### src/hw/rtl/ebed_pkg.sv
// shared types and constants for the encoder and button event detector
package ebed_pkg;

    localparam int unsigned TIME_W = 32;
    localparam int unsigned CFG_W  = 16;
    localparam int unsigned EV_W   = 3;

    localparam logic [CFG_W-1:0] DEBOUNCE_RESET   = 16'd50;
    localparam logic [CFG_W-1:0] LONG_PRESS_RESET = 16'd1000;

    // configuration register indexes
    localparam logic CFG_DEBOUNCE   = 1'b0;
    localparam logic CFG_LONG_PRESS = 1'b1;

    typedef enum logic [EV_W-1:0] {
        EV_NONE    = 3'd0,
        EV_CW      = 3'd1,
        EV_CCW     = 3'd2,
        EV_SHORT   = 3'd3,
        EV_RELEASE = 3'd4,
        EV_LONG    = 3'd5
    } event_t;

    typedef struct packed {
        logic              a_level;
        logic              b_level;
        logic              button_level;
        logic [TIME_W-1:0] now_ms;
    } poll_t;

    typedef struct packed {
        logic              prev_a;
        logic              prev_raw;
        logic              accepted;
        logic              armed;
        logic [TIME_W-1:0] press_start;
        logic [TIME_W-1:0] raw_change;
    } det_state_t;

    typedef struct packed {
        logic [CFG_W-1:0] debounce_ms;
        logic [CFG_W-1:0] long_press_ms;
    } det_cfg_t;

endpackage

### src/hw/rtl/ebed_step.sv
// next-state and event logic for one poll
module ebed_step (
    input  ebed_pkg::poll_t      poll,
    input  ebed_pkg::det_state_t cur,
    input  ebed_pkg::det_cfg_t   cfg,
    output ebed_pkg::det_state_t nxt,
    output ebed_pkg::event_t     ev
);
    import ebed_pkg::*;

    logic              raw_chg;
    logic [TIME_W-1:0] stamp;
    logic [TIME_W-1:0] since_change;
    logic [TIME_W-1:0] held;
    logic              settled;
    logic              is_long;

    assign raw_chg      = poll.button_level != cur.prev_raw;
    assign stamp        = raw_chg ? poll.now_ms : cur.raw_change;
    assign since_change = poll.now_ms - stamp;
    assign held         = poll.now_ms - cur.press_start;
    assign settled      = since_change > {{(TIME_W-CFG_W){1'b0}}, cfg.debounce_ms};
    assign is_long      = held >= {{(TIME_W-CFG_W){1'b0}}, cfg.long_press_ms};

    always_comb
    begin
        nxt        = cur;
        nxt.prev_a = poll.a_level;
        ev         = EV_NONE;
        if (poll.a_level != cur.prev_a)
        begin
            // rotation wins, button sample ignored
            ev = (poll.a_level == poll.b_level) ? EV_CW : EV_CCW;
        end
        else
        begin
            nxt.prev_raw   = poll.button_level;
            nxt.raw_change = stamp;
            if (settled && (poll.button_level != cur.accepted))
            begin
                nxt.accepted = poll.button_level;
                if (!poll.button_level)
                begin
                    nxt.armed       = 1'b1;
                    nxt.press_start = poll.now_ms;
                end
                else
                begin
                    nxt.armed = 1'b0;
                    ev = is_long ? EV_RELEASE : EV_SHORT;
                end
            end
            else if (!cur.accepted && cur.armed && is_long)
            begin
                nxt.armed = 1'b0;
                ev        = EV_LONG;
            end
        end
    end

endmodule

### src/hw/rtl/encoder_button_event_detector.sv
// top level of the rotary encoder and push-button event detector
// Usage:
//   Input channel carries one poll per transaction: encoder levels a_level
//   and b_level, button_level (0 pressed) and the millisecond time now_ms.
//   Output channel returns exactly one transaction per poll: event_code
//   (none, clockwise, counter-clockwise, short press, release, long press)
//   and button_stable, the debounced button level after that poll.
//   Both channels use valid/stall; a transaction moves when valid is high
//   and stall is low.
//   A poll accepted into the input register is worked into the result
//   register once that register is empty or being taken, and out_valid
//   rises with the registered result. Throughput is one poll per cycle
//   while out_stall is low; the per-poll work is two 32-bit
//   subtract/compare paths.
//   When the receiver stalls, the result register holds and the input
//   register still takes one more poll; in_stall rises only when both are
//   full.
//   Configuration (debounce_ms index 0, long_press_ms index 1) is written
//   through cfg_write/cfg_index/cfg_data; the user must write it only while
//   no poll is in flight (not enforced). Reset returns the encoder and
//   button history to idle levels, timing registers to 50 ms and 1000 ms.
module encoder_button_event_detector (
    input  logic                        clk,
    input  logic                        rst_n,
    input  logic                        in_valid,
    output logic                        in_stall,
    input  logic                        a_level,
    input  logic                        b_level,
    input  logic                        button_level,
    input  logic [ebed_pkg::TIME_W-1:0] now_ms,
    output logic                        out_valid,
    input  logic                        out_stall,
    output logic [ebed_pkg::EV_W-1:0]   event_code,
    output logic                        button_stable,
    input  logic                        cfg_write,
    input  logic                        cfg_index,
    input  logic [ebed_pkg::CFG_W-1:0]  cfg_data
);
    import ebed_pkg::*;

    det_cfg_t   cfg_reg;
    det_state_t state_reg;
    det_state_t state_next;
    poll_t      poll_reg;
    logic       poll_valid_reg;
    logic       out_valid_reg;
    event_t     event_reg;
    event_t     event_next;
    logic       stable_reg;
    logic       advance;
    logic       accept;

    assign advance  = poll_valid_reg && (!out_valid_reg || !out_stall);
    assign in_stall = poll_valid_reg && !advance;
    assign accept   = in_valid && !in_stall;

    ebed_step u_step (
        .poll (poll_reg),
        .cur  (state_reg),
        .cfg  (cfg_reg),
        .nxt  (state_next),
        .ev   (event_next)
    );

    always_ff @(posedge clk or negedge rst_n)
    begin
        if (!rst_n)
        begin
            cfg_reg.debounce_ms   <= DEBOUNCE_RESET;
            cfg_reg.long_press_ms <= LONG_PRESS_RESET;
        end
        else if (cfg_write)
        begin
            unique case (cfg_index)
                CFG_DEBOUNCE:   cfg_reg.debounce_ms   <= cfg_data;
                CFG_LONG_PRESS: cfg_reg.long_press_ms <= cfg_data;
                default:        ;
            endcase
        end
    end

    always_ff @(posedge clk or negedge rst_n)
    begin
        if (!rst_n)
        begin
            state_reg.prev_a      <= 1'b0;
            state_reg.prev_raw    <= 1'b1;
            state_reg.accepted    <= 1'b1;
            state_reg.armed       <= 1'b0;
            state_reg.press_start <= '0;
            state_reg.raw_change  <= '0;
            poll_valid_reg        <= 1'b0;
            out_valid_reg         <= 1'b0;
        end
        else
        begin
            if (advance)
            begin
                state_reg <= state_next;
            end
            if (accept)
            begin
                poll_valid_reg <= 1'b1;
            end
            else if (advance)
            begin
                poll_valid_reg <= 1'b0;
            end
            if (advance)
            begin
                out_valid_reg <= 1'b1;
            end
            else if (!out_stall)
            begin
                out_valid_reg <= 1'b0;
            end
        end
    end

    // payload registers
    always_ff @(posedge clk)
    begin
        if (accept)
        begin
            poll_reg.a_level      <= a_level;
            poll_reg.b_level      <= b_level;
            poll_reg.button_level <= button_level;
            poll_reg.now_ms       <= now_ms;
        end
        if (advance)
        begin
            event_reg  <= event_next;
            stable_reg <= state_next.accepted;
        end
    end

    assign out_valid     = out_valid_reg;
    assign event_code    = event_reg;
    assign button_stable = stable_reg;

    // a release-type event always leaves the button released
    a_release_stable: assert property (@(posedge clk) disable iff (!rst_n)
        out_valid && (event_code == EV_SHORT || event_code == EV_RELEASE)
        |-> button_stable)
        else $error("release event with button still pressed");

    // a long press is only reported while the button is held
    a_long_pressed: assert property (@(posedge clk) disable iff (!rst_n)
        out_valid && (event_code == EV_LONG) |-> !button_stable)
        else $error("long press with button released");

    // input side only backs up when the result register is full and stalled
    a_stall_cause: assert property (@(posedge clk) disable iff (!rst_n)
        in_stall |-> (out_valid && out_stall))
        else $error("input stalled without output backpressure");

    // an unstalled result leaves unless a new one replaces it
    a_drain: assert property (@(posedge clk) disable iff (!rst_n)
        out_valid && !out_stall && !poll_valid_reg |=> !out_valid)
        else $error("result repeated");

endmodule

### config.mk
export PLATFORM = sky130hd
export DESIGN_NAME = encoder_button_event_detector
export DESIGN_NICKNAME = d
export VERILOG_FILES = /design/src/hw/rtl/ebed_pkg.sv /design/src/hw/rtl/ebed_step.sv /design/src/hw/rtl/encoder_button_event_detector.sv
export SDC_FILE = /design/constraint.sdc
export NUM_CORES = 1
export LEC_CHECK = 0
export ABC_AREA = 1
export BUFFER_PORTS_ARGS = -buffer_cell sky130_fd_sc_hd__buf_2
export CORE_MARGIN = 3
export CORE_UTILIZATION = 60
export CTS_BUF_LIST = sky130_fd_sc_hd__clkbuf_4
export CTS_CLUSTER_DIAMETER = 200
export DETAILED_ROUTE_END_ITERATION = 6
export GPL_ROUTABILITY_DRIVEN = 0
export MAX_ROUTING_LAYER = met4
export PLACE_DENSITY = 0.79
export SLEW_MARGIN = 10
export SYNTH_ARGS = -nofsm -noshare
export SYNTH_HDL_FRONTEND = slang
export SYNTH_SLANG_ARGS = --single-unit
### constraint.sdc
create_clock -name clk -period 6.34 [get_ports clk]
set_input_delay 0 -clock clk [delete_from_list [all_inputs] [get_ports clk]]
set_output_delay 0 -clock clk [all_outputs]
set_load 0.05 [all_outputs]
==> impl_metrics.py, run 1 <==
metrics = {
    "worst_setup_path": {
        "path_class": "reg -> reg",
        "crit_path_start_kind": "register",
        "crit_path_end": "state_reg[33]",
        "critical_path_arrival_ns": 5.78,
        "slowest_delay_ns": 0.72,
        "slowest_stage": "nand2_4",
        "regToRegSetupSlack_ns": 1.04,
        "critPathMaxFanout": 65,
        "r2r-start": "state_reg[66]",
        "cp.required_ns": 6.83,
        "rr_worst_depth": 29,
        "cpMostUsedCell": "nand2_1",
        "worstReg2RegEnd": "state_reg[33]",
        "setup.worst_path.end_class": "register",
        "crit_start": "state_reg[66]",
    },
    "timing": {
        "finalCritPeriodShare_pct": 83.6,
        "skew_ns": 0.0253,
        "max_clock_freq_mhz": 189,
        "worst_pin_slew_ns": 1.16,
        "setup_violations": 0,
        "slew_viol_final": 0,
        "maxSlewHeadroom_pct": 22.4,
        "finalHoldViolCount": 0,
        "setup_ws_ns": 1.04,
        "period_minus_slack_ns": 5.30,
        "tns_ns": 0,
        "rsz0062_at_grt": "false",
    },
    "synthesis": {
        "synth_edf_count": 39,
        "synth_cell_types": 45,
        "synthesis.nets": 1675,
        "ys_seq_area_share_pct": 34.0,
        "postSynthCellCount": 1533,
        "yosysWarnings": 0,
        "async_reset_ff_share_pct": 72.3,
        "synthFlopType": "dfrtp_1",
        "synth.cell_area_sq_mm": 0.0110,
        "ys_ff_latch": 141,
        "syn_avg_cell_area_sq_um": 7.17,
    },
    "finish": {
        "layout_common_cells": "nand2_1 (417), inv_1 (258), o21ai_0 (135), nor2_1 (102), dfrtp_1 (91)",
        "largest_reg_flops": 68,
        "final_common_cell": "nand2_1",
        "instances_no_fill": 1887,
        "syn_to_final_growth_pct": 12.3,
        "nFillCells": 1445,
        "drive_gt1_share_pct": 12.9,
        "nNetsFinal": 1790,
    },
    "global_routing": {
        "grt_first_pass_wirelength_um": 51200,
        "grt_max_degree": 72,
        "grt-ovfl-total": 0,
        "groute.usage.overall_pct": 33.3,
        "antenna_found_initial": 1,
        "first_global_vias": 10200,
    },
    "power_and_ir_drop": {
        "ir_drop_mv": 0.296,
        "clockPowerShare_pct": 12.7,
        "internal-power_w": 0.00283,
        "p_leak_nw": 6.36,
        "p_sw_share_pct": 50.4,
        "p_comb_share_pct": 63.1,
        "p_switching_w": 0.00287,
        "power_density_mw_per_mm2": 462,
        "power_frac_seq_pct": 24.2,
    },
    "worst_hold_path": {
        "hold_class": "in -> reg",
    },
    "floorplan": {
        "die_w_um": 141,
        "rows": 48,
        "fp.dieArea_sq_mm": 0.0200,
        "ios": 63,
        "fp.dieH_um": 141,
        "start_util_pct": 62.4,
        "core_sq_mm": 0.0176,
    },
    "place": {
        "post-place-ws_ns": 1.21,
        "dp.cells": 1796,
        "portBuffers": 62,
        "dpl.hpwl_um": 23800,
    },
    "route": {
        "drc": 6,
        "vias": 10600,
        "first_pass_iters": 7,
        "wl_um": 31800,
        "wire_per_inst_um": 16.9,
        "via_per_inst": 5.64,
        "ant_nets": 0,
        "drtIter0Drc": 1108,
    },
    "cts": {
        "cts.repair.resized": 0,
        "hold_buffers": 58,
        "root_buffer": "clkbuf_4",
        "cts_sinks": 141,
        "cts_setup_buffers": 0,
        "htreeDepth": 4,
        "cts.clk_slew.worst_paths_ns": 0.14,
        "cts_made_buffers": 17,
        "insertion_delay_ns": 0.58,
        "cts_tree": "yes",
        "cts_buffer_depth": 2,
    },
    "job": {
        "max_cap_viol_count": 0,
    },
    "run_status": {
        "outcome": "finished with violations",
        "violations": "DRC",
    },
}
layout make-up:
class	instances	area, sq um	share of cell area, %
Antenna cell	1	2.50	0.0203
Clock buffer	18	135	1.10
Clock inverter	14	211	1.71
Inverter	267	1000	8.12
Multi-Input combinational cell	1098	6050	49.0
Sequential cell	141	3740	30.3
Tap cell	225	282	2.28
Timing Repair Buffer	123	916	7.42
power groups by stage:
stage               Clock, W  Combinational (W)  Sequential [W]
CTS                 0.000720            0.00351         0.00137
finish              0.000725            0.00360         0.00138
global placement           0            0.00334         0.00138
global route        0.000761            0.00407         0.00141
detailed placement         0            0.00346         0.00139
floorplan                  0            0.00268         0.00135
critical path: cells and delay by family, from the launching register on:
family          cells  cell delay [ns]
xor+xnor            1             0.15
buf+inv             3             0.19
fa+ha+maj           3             0.66
simple gates       18             2.83
compound gates      4             0.77
flops               1             0.56
worst min-delay path by stage:
| stage | start | end | cells past startpoint |
|---|---|---|---|
| floorplan | rst_n | cfg_reg[0] | 0 |
| global placement | rst_n | cfg_reg[25] | 1 |
| detailed placement | rst_n | cfg_reg[22] | 1 |
| CTS | now_ms[4] | poll_reg[4] | 2 |
| global route | now_ms[28] | poll_reg[28] | 2 |
| finish | now_ms[4] | poll_reg[4] | 2 |
synthesized netlist by cell type (7+ instances only):
cell type,n,area [sq um]
nand2_1,417,1570
nand3_1,65,325
edfxtp_1,39,1170
a21oi_1,86,430
nand4_1,15,93.8
dfrtp_1,91,2280
dfstp_2,11,289
nand3b_1,9,67.6
xor2_1,25,219
nor2_1,103,387
clkbuf_1,16,60.1
nand2_2,38,238
o21ai_2,28,245
nand3_2,13,130
o211ai_1,10,75.1
o21ai_0,135,676
xnor2_1,7,61.3
ha_1,84,1050
inv_2,9,33.8
nor3_1,14,70.1
inv_1,258,968
per-stage QoR:
| stage | cell area, sq um | total power [W] | util [%] | hold slack [ns] |
|---|---|---|---|---|
| final | 12300 | 0.00571 | 70.1 | 0.123 |
| after global routing | 12300 | 0.00624 | 70.1 | 0.0910 |
| after CTS | 12300 | 0.00560 | 70.1 | 0.0838 |
| after detailed placement | 11400 | 0.00484 | 64.8 | -0.0455 |
| after global placement | 11400 | 0.00472 | 64.8 | -0.0460 |
| after floorplan | 11000 | 0.00403 | - | -0.296 |
routing by layer:
layer / routed length [um] / up-vias / global-route usage, %
li1: - / 5180 / -
met1: 13600 / 4844 / 44.6
met2: 14200 / 540 / 50.7
met3: 3010 / 85 / 6.64
met4: 973 / 0 / 11.8
met5: 0 / - / -
cell families after synthesis:
kind of cell	synth area share [%]
compound gates	14.8
simple gates	27.9
fa+ha+maj	9.75
xor+xnor	2.55
flops	34.0
buf+inv	11.0
(Power assumes the default switching activity.)
==> run 2, diff against run 1 <==
==> constraint.sdc (replaced) <==
create_clock -name clk -period 5.1 [get_ports clk]
set_input_delay 0 -clock clk [delete_from_list [all_inputs] [get_ports clk]]
set_output_delay 0 -clock clk [all_outputs]
set_load 0.05 [all_outputs]
==> impl_metrics.py, run 2 (synthesis results as in run 1) <==
metrics = {
    "run_status": {
        "outcome": "finished, final reports clean",
    },
    "worst_hold_path": {
        "min-delay-start": "now_ms[4]",
        "whs_endpoint": "poll_reg[4]",
        "hold_depth": 2,
        "hold_class": "in -> reg",
    },
    "timing": {
        "setup_violations": 0,
        "worst_pin_slew_ns": 1.10,
        "max_clock_freq_mhz": 217,
        "slew_viol_final": 0,
        "setup_ws_ns": 0.497,
        "finalCritPeriodShare_pct": 90.3,
        "rsz0062_at_grt": "false",
        "skew_ns": 0.0242,
        "finalHoldViolCount": 0,
        "tns_ns": 0,
        "maxSlewHeadroom_pct": 26.4,
        "period_minus_slack_ns": 4.60,
    },
    "global_routing": {
        "groute.usage.overall_pct": 32.5,
        "grt-ovfl-total": 0,
        "grt_max_degree": 63,
        "first_global_vias": 9996,
        "antenna_found_initial": 1,
        "grt_first_pass_wirelength_um": 49900,
    },
    "cts": {
        "cts_made_buffers": 17,
        "cts_tree": "yes",
        "cts_sinks": 141,
        "root_buffer": "clkbuf_4",
        "cts.clk_slew.worst_paths_ns": 0.14,
        "insertion_delay_ns": 0.58,
        "cts_buffer_depth": 2,
        "htreeDepth": 4,
    },
    "floorplan": {
        "rows": 48,
        "fp.dieH_um": 141,
        "die_w_um": 141,
        "fp.dieArea_sq_mm": 0.0200,
        "ios": 63,
        "core_sq_mm": 0.0176,
        "start_util_pct": 62.4,
    },
    "worst_setup_path": {
        "setup.worst_path.end_class": "register",
        "critical_path_arrival_ns": 5.11,
        "cp.required_ns": 5.61,
        "cp.buffers_inverters": 5,
        "critPathMaxFanout": 36,
        "critical_path_depth": 29,
        "rr_worst_depth": 29,
        "crit_family": "simple AND/OR/NAND/NOR gates",
        "regToRegSetupSlack_ns": 0.50,
        "slowest_stage": "dfstp_2",
        "crit_path_start_kind": "register",
        "slowest_delay_ns": 0.56,
        "cpMostUsedCell": "nand2_1",
        "path_class": "reg -> reg",
        "worstReg2RegEnd": "state_reg[34]",
        "r2r-start": "state_reg[66]",
    },
    "finish": {
        "layout_common_cells": "nand2_1 (417), inv_1 (258), o21ai_0 (135), nor2_1 (102), dfrtp_1 (91)",
        "drive_gt1_share_pct": 13.1,
        "syn_to_final_growth_pct": 12.6,
        "nNetsFinal": 1795,
        "largest_reg_flops": 68,
        "final_common_cell": "nand2_1",
    },
    "route": {
        "via_per_inst": 5.68,
        "drc": 0,
        "ant_nets": 0,
        "drtIter0Drc": 1106,
        "first_pass_iters": 7,
        "vias": 10700,
        "wire_per_inst_um": 16.6,
        "wl_um": 31400,
    },
    "place": {
        "dpl.hpwl_um": 23700,
        "post-place-ws_ns": 0.624,
        "portBuffers": 62,
    },
    "job": {
        "max_cap_viol_count": 0,
    },
    "power_and_ir_drop": {
        "power_density_mw_per_mm2": 568,
        "ir_drop_mv": 0.328,
        "p_leak_nw": 6.38,
    },
}
-- run 2: how the worst max path moves through the flow --
stage	start	to
2_1_floorplan	poll_reg[32]	state_reg[35]
3_3_place_gp	state_reg[66]	state_reg[34]
3_5_place_dp	state_reg[66]	state_reg[34]
4_1_cts	state_reg[66]	state_reg[34]
5_1_grt	state_reg[66]	state_reg[63]
6_report	state_reg[66]	state_reg[34]
-- run 2: through the flow --
step	hold slack (ns)	instances	utilization, %	area, sq um	power (W)
5_1_grt	0.107	1892	70.3	12400	0.00768
6_report	0.124	1892	70.3	12400	0.00703
3_5_place_dp	0.0163	1801	65.1	11500	0.00603
2_1_floorplan	-0.296	1533	-	11000	0.00501
3_3_place_gp	0.0155	1801	65.1	11500	0.00589
4_1_cts	0.0887	1891	70.3	12400	0.00693
-- run 2: report_power, final --
| group | internal [W] | total (W) | switching [W] | leakage [nW] |
|---|---|---|---|---|
| logic | 0.00160 | 0.00447 | 0.00287 | 4.58 |
| registers | 0.00149 | 0.00172 | 0.000229 | 1.62 |
| clock network | 0.000411 | 0.000847 | 0.000436 | 0.180 |
-- run 2: cell type report --
class	count	area (sq um)
repair buffers	128	976
multi-input cells	1098	6050
clock buffers	21	158
well taps	225	282
diodes	1	2.50
clock inverters	11	166
fillers	1446	5220
inverters	267	1000
flip-flops and latches	141	3740
-- run 2: repair_timing --
| action | in CTS | in global routing |
|---|---|---|
| hold endpoints to repair | 117 | 0 |
| setup buffers | 0 | 0 |
| hold buffers | 58 | 0 |
| resized for setup | 0 | 0 |
-- run 2: layer usage --
| metal | part of all wire [%] | track usage (%) | vias to the layer above |
|---|---|---|---|
| li1 | - | - | 5181 |
| met1 | 43 | 44.6 | 4901 |
| met2 | 45 | 50.3 | 570 |
| met3 | 8.7 | 4.08 | 95 |
| met4 | 3.5 | 11.4 | 0 |
| met5 | 0 | - | - |
==> run 3, diff against run 2 <==
--- a/config.mk
+++ b/config.mk
@@ -15,7 +15,8 @@
 export GPL_ROUTABILITY_DRIVEN = 0
 export MAX_ROUTING_LAYER = met4
 export PLACE_DENSITY = 0.79
-export SLEW_MARGIN = 10
+export RECOVER_POWER = 50
+export SLEW_MARGIN = 30
 export SYNTH_ARGS = -nofsm -noshare
 export SYNTH_HDL_FRONTEND = slang
 export SYNTH_SLANG_ARGS = --single-unit
==> impl_metrics.py, run 3 (synthesis results as in run 1) <==
metrics = {
    "worst_setup_path": {
        "cpMostUsedCell": "nand2_1",
        "critPathMaxFanout": 36,
        "critical_path_arrival_ns": 5.12,
        "path_class": "reg -> reg",
        "cp.buffers_inverters": 4,
        "cp.required_ns": 5.61,
        "crit_family": "simple AND/OR/NAND/NOR gates",
        "slowest_delay_ns": 0.56,
        "crit_path_start_kind": "register",
        "setup.worst_path.end_class": "register",
        "slowest_stage": "dfstp_2",
    },
    "route": {
        "via_per_inst": 5.68,
        "drc": 0,
        "wire_per_inst_um": 16.6,
        "ant_nets": 0,
        "vias": 10700,
        "first_pass_iters": 6,
        "drtIter0Drc": 1096,
        "wl_um": 31400,
    },
    "finish": {
        "nNetsFinal": 1795,
        "syn_to_final_growth_pct": 12.4,
        "regArea_sq_mm": 0.00374,
        "final_common_cell": "nand2_1",
        "nFillCells": 1449,
        "largest_reg_flops": 68,
        "layout_common_cells": "nand2_1 (416), inv_1 (257), o21ai_0 (135), nor2_1 (102), dfrtp_1 (91)",
        "drive_gt1_share_pct": 12.4,
        "multiInputGateArea_sq_mm": 0.00605,
    },
    "cts": {
        "insertion_delay_ns": 0.59,
        "cts_buffer_depth": 2,
        "cts.clk_slew.worst_paths_ns": 0.14,
        "htreeDepth": 4,
        "cts_made_buffers": 17,
        "cts.repair.resized": 0,
        "cts_sinks": 141,
        "cts_tree": "yes",
        "root_buffer": "clkbuf_4",
    },
    "timing": {
        "worst_pin_slew_ns": 3.28,
        "finalCritPeriodShare_pct": 90.6,
        "slew_viol_final": 100,
        "maxSlewHeadroom_pct": -119,
        "skew_ns": 0.0295,
        "period_minus_slack_ns": 4.62,
        "finalHoldViolCount": 0,
        "max_clock_freq_mhz": 216,
        "setup_violations": 0,
        "rsz0062_at_grt": "false",
        "tns_ns": 0,
    },
    "power_and_ir_drop": {
        "p_leak_nw": 6.34,
        "power_frac_seq_pct": 24.4,
        "p_sw_share_pct": 50.4,
        "clockPowerShare_pct": 12.1,
        "internal-power_w": 0.00349,
        "power_w": 0.00703,
        "ir_drop_mv": 0.328,
        "p_switching_w": 0.00354,
        "power_density_mw_per_mm2": 570,
        "p_comb_share_pct": 63.5,
    },
    "place": {
        "dpl.hpwl_um": 23700,
        "portBuffers": 62,
    },
    "global_routing": {
        "first_global_vias": 9996,
        "grt-ovfl-total": 0,
        "use_met1_pct": 44.6,
        "grtUsageMet2_pct": 50.3,
        "antenna_found_initial": 1,
        "grt_first_pass_wirelength_um": 49900,
        "groute.usage.overall_pct": 32.5,
        "grt_util_met3_pct": 4.08,
        "grt.busiest_layer": "met2",
        "grt_max_degree": 63,
    },
    "run_status": {
        "outcome": "finished with violations",
        "violations": "capacitance limit, slew limit",
    },
    "job": {
        "max_cap_viol_count": 2,
    },
    "floorplan": {
        "die_w_um": 141,
        "core_sq_mm": 0.0176,
        "fp.dieArea_sq_mm": 0.0200,
        "start_util_pct": 62.4,
        "ios": 63,
        "rows": 48,
        "fp.dieH_um": 141,
    },
    "worst_hold_path": {
        "hold_class": "in -> reg",
    },
}
## run 3: path summary, 6_finish.rpt
check / cells past startpoint / slack, ns / from / to
min in group asynchronous: 3 / 0.84 / rst_n / cfg_reg[17]
max in group asynchronous: 4 / 1.09 / rst_n / state_reg[53]
worst min register to register: 2 / 0.47 / poll_valid_reg / out_valid
worst max-delay path: 30 / 0.48 / state_reg[66] / state_reg[34]
worst min-delay path: 4 / 0.03 / cfg_write / cfg_reg[21]
worst max register to register: 30 / 0.48 / state_reg[66] / state_reg[34]
## run 3: routing by layer
| metal | vias up | share of wire [%] |
|---|---|---|
| li1 | 5182 | - |
| met1 | 4931 | 43 |
| met2 | 532 | 44 |
| met3 | 99 | 8.4 |
| met4 | 0 | 3.7 |
| met5 | - | 0 |
## run 3: area by class of cell
type	count	share of cell area (%)
multi-input cells	1098	49.0
flip-flops and latches	141	30.3
inverters	267	8.12
repair buffers	128	7.63
well taps	225	2.28
clock inverters	11	1.35
clock buffers	21	1.28
diodes	1	0.0203
## run 3: metrics by stage
| step | setup WS [ns] | hold WS [ns] | instances | util, % | area (sq um) |
|---|---|---|---|---|---|
| 2_1_floorplan | 1.08 | -0.296 | 1533 | - | 11000 |
| 3_3_place_gp | 0.741 | 0.0155 | 1801 | 65.1 | 11500 |
| 3_5_place_dp | 0.624 | 0.0163 | 1801 | 65.1 | 11500 |
| 4_1_cts | 0.564 | 0.0887 | 1891 | 70.3 | 12400 |
| 5_1_grt | 0.0746 | 0.0998 | 1892 | 70.1 | 12300 |
| 6_report | 0.481 | 0.0311 | 1892 | 70.1 | 12300 |
## run 3: power groups by stage
stage	Combinational (W)	Sequential, W	Clock [W]
after global placement	0.00417	0.00172	0
after detailed placement	0.00431	0.00172	0
after global routing	0.00503	0.00175	0.000892
final	0.00447	0.00171	0.000851
after floorplan	0.00333	0.00168	0
after CTS	0.00438	0.00171	0.000846
## run 3: timing repair
item | 4_1_cts | 5_1_grt
hold buffers | 58 | 0
buffers inserted | 0 | 0
hold endpoints to repair | 117 | 0
## run 3: tightest hold or removal path, cell delays in order
cell	delay (ns)
buf_2	0.10
nand2_2	0.31
nand2_1	0.14
o21ai_0	0.07
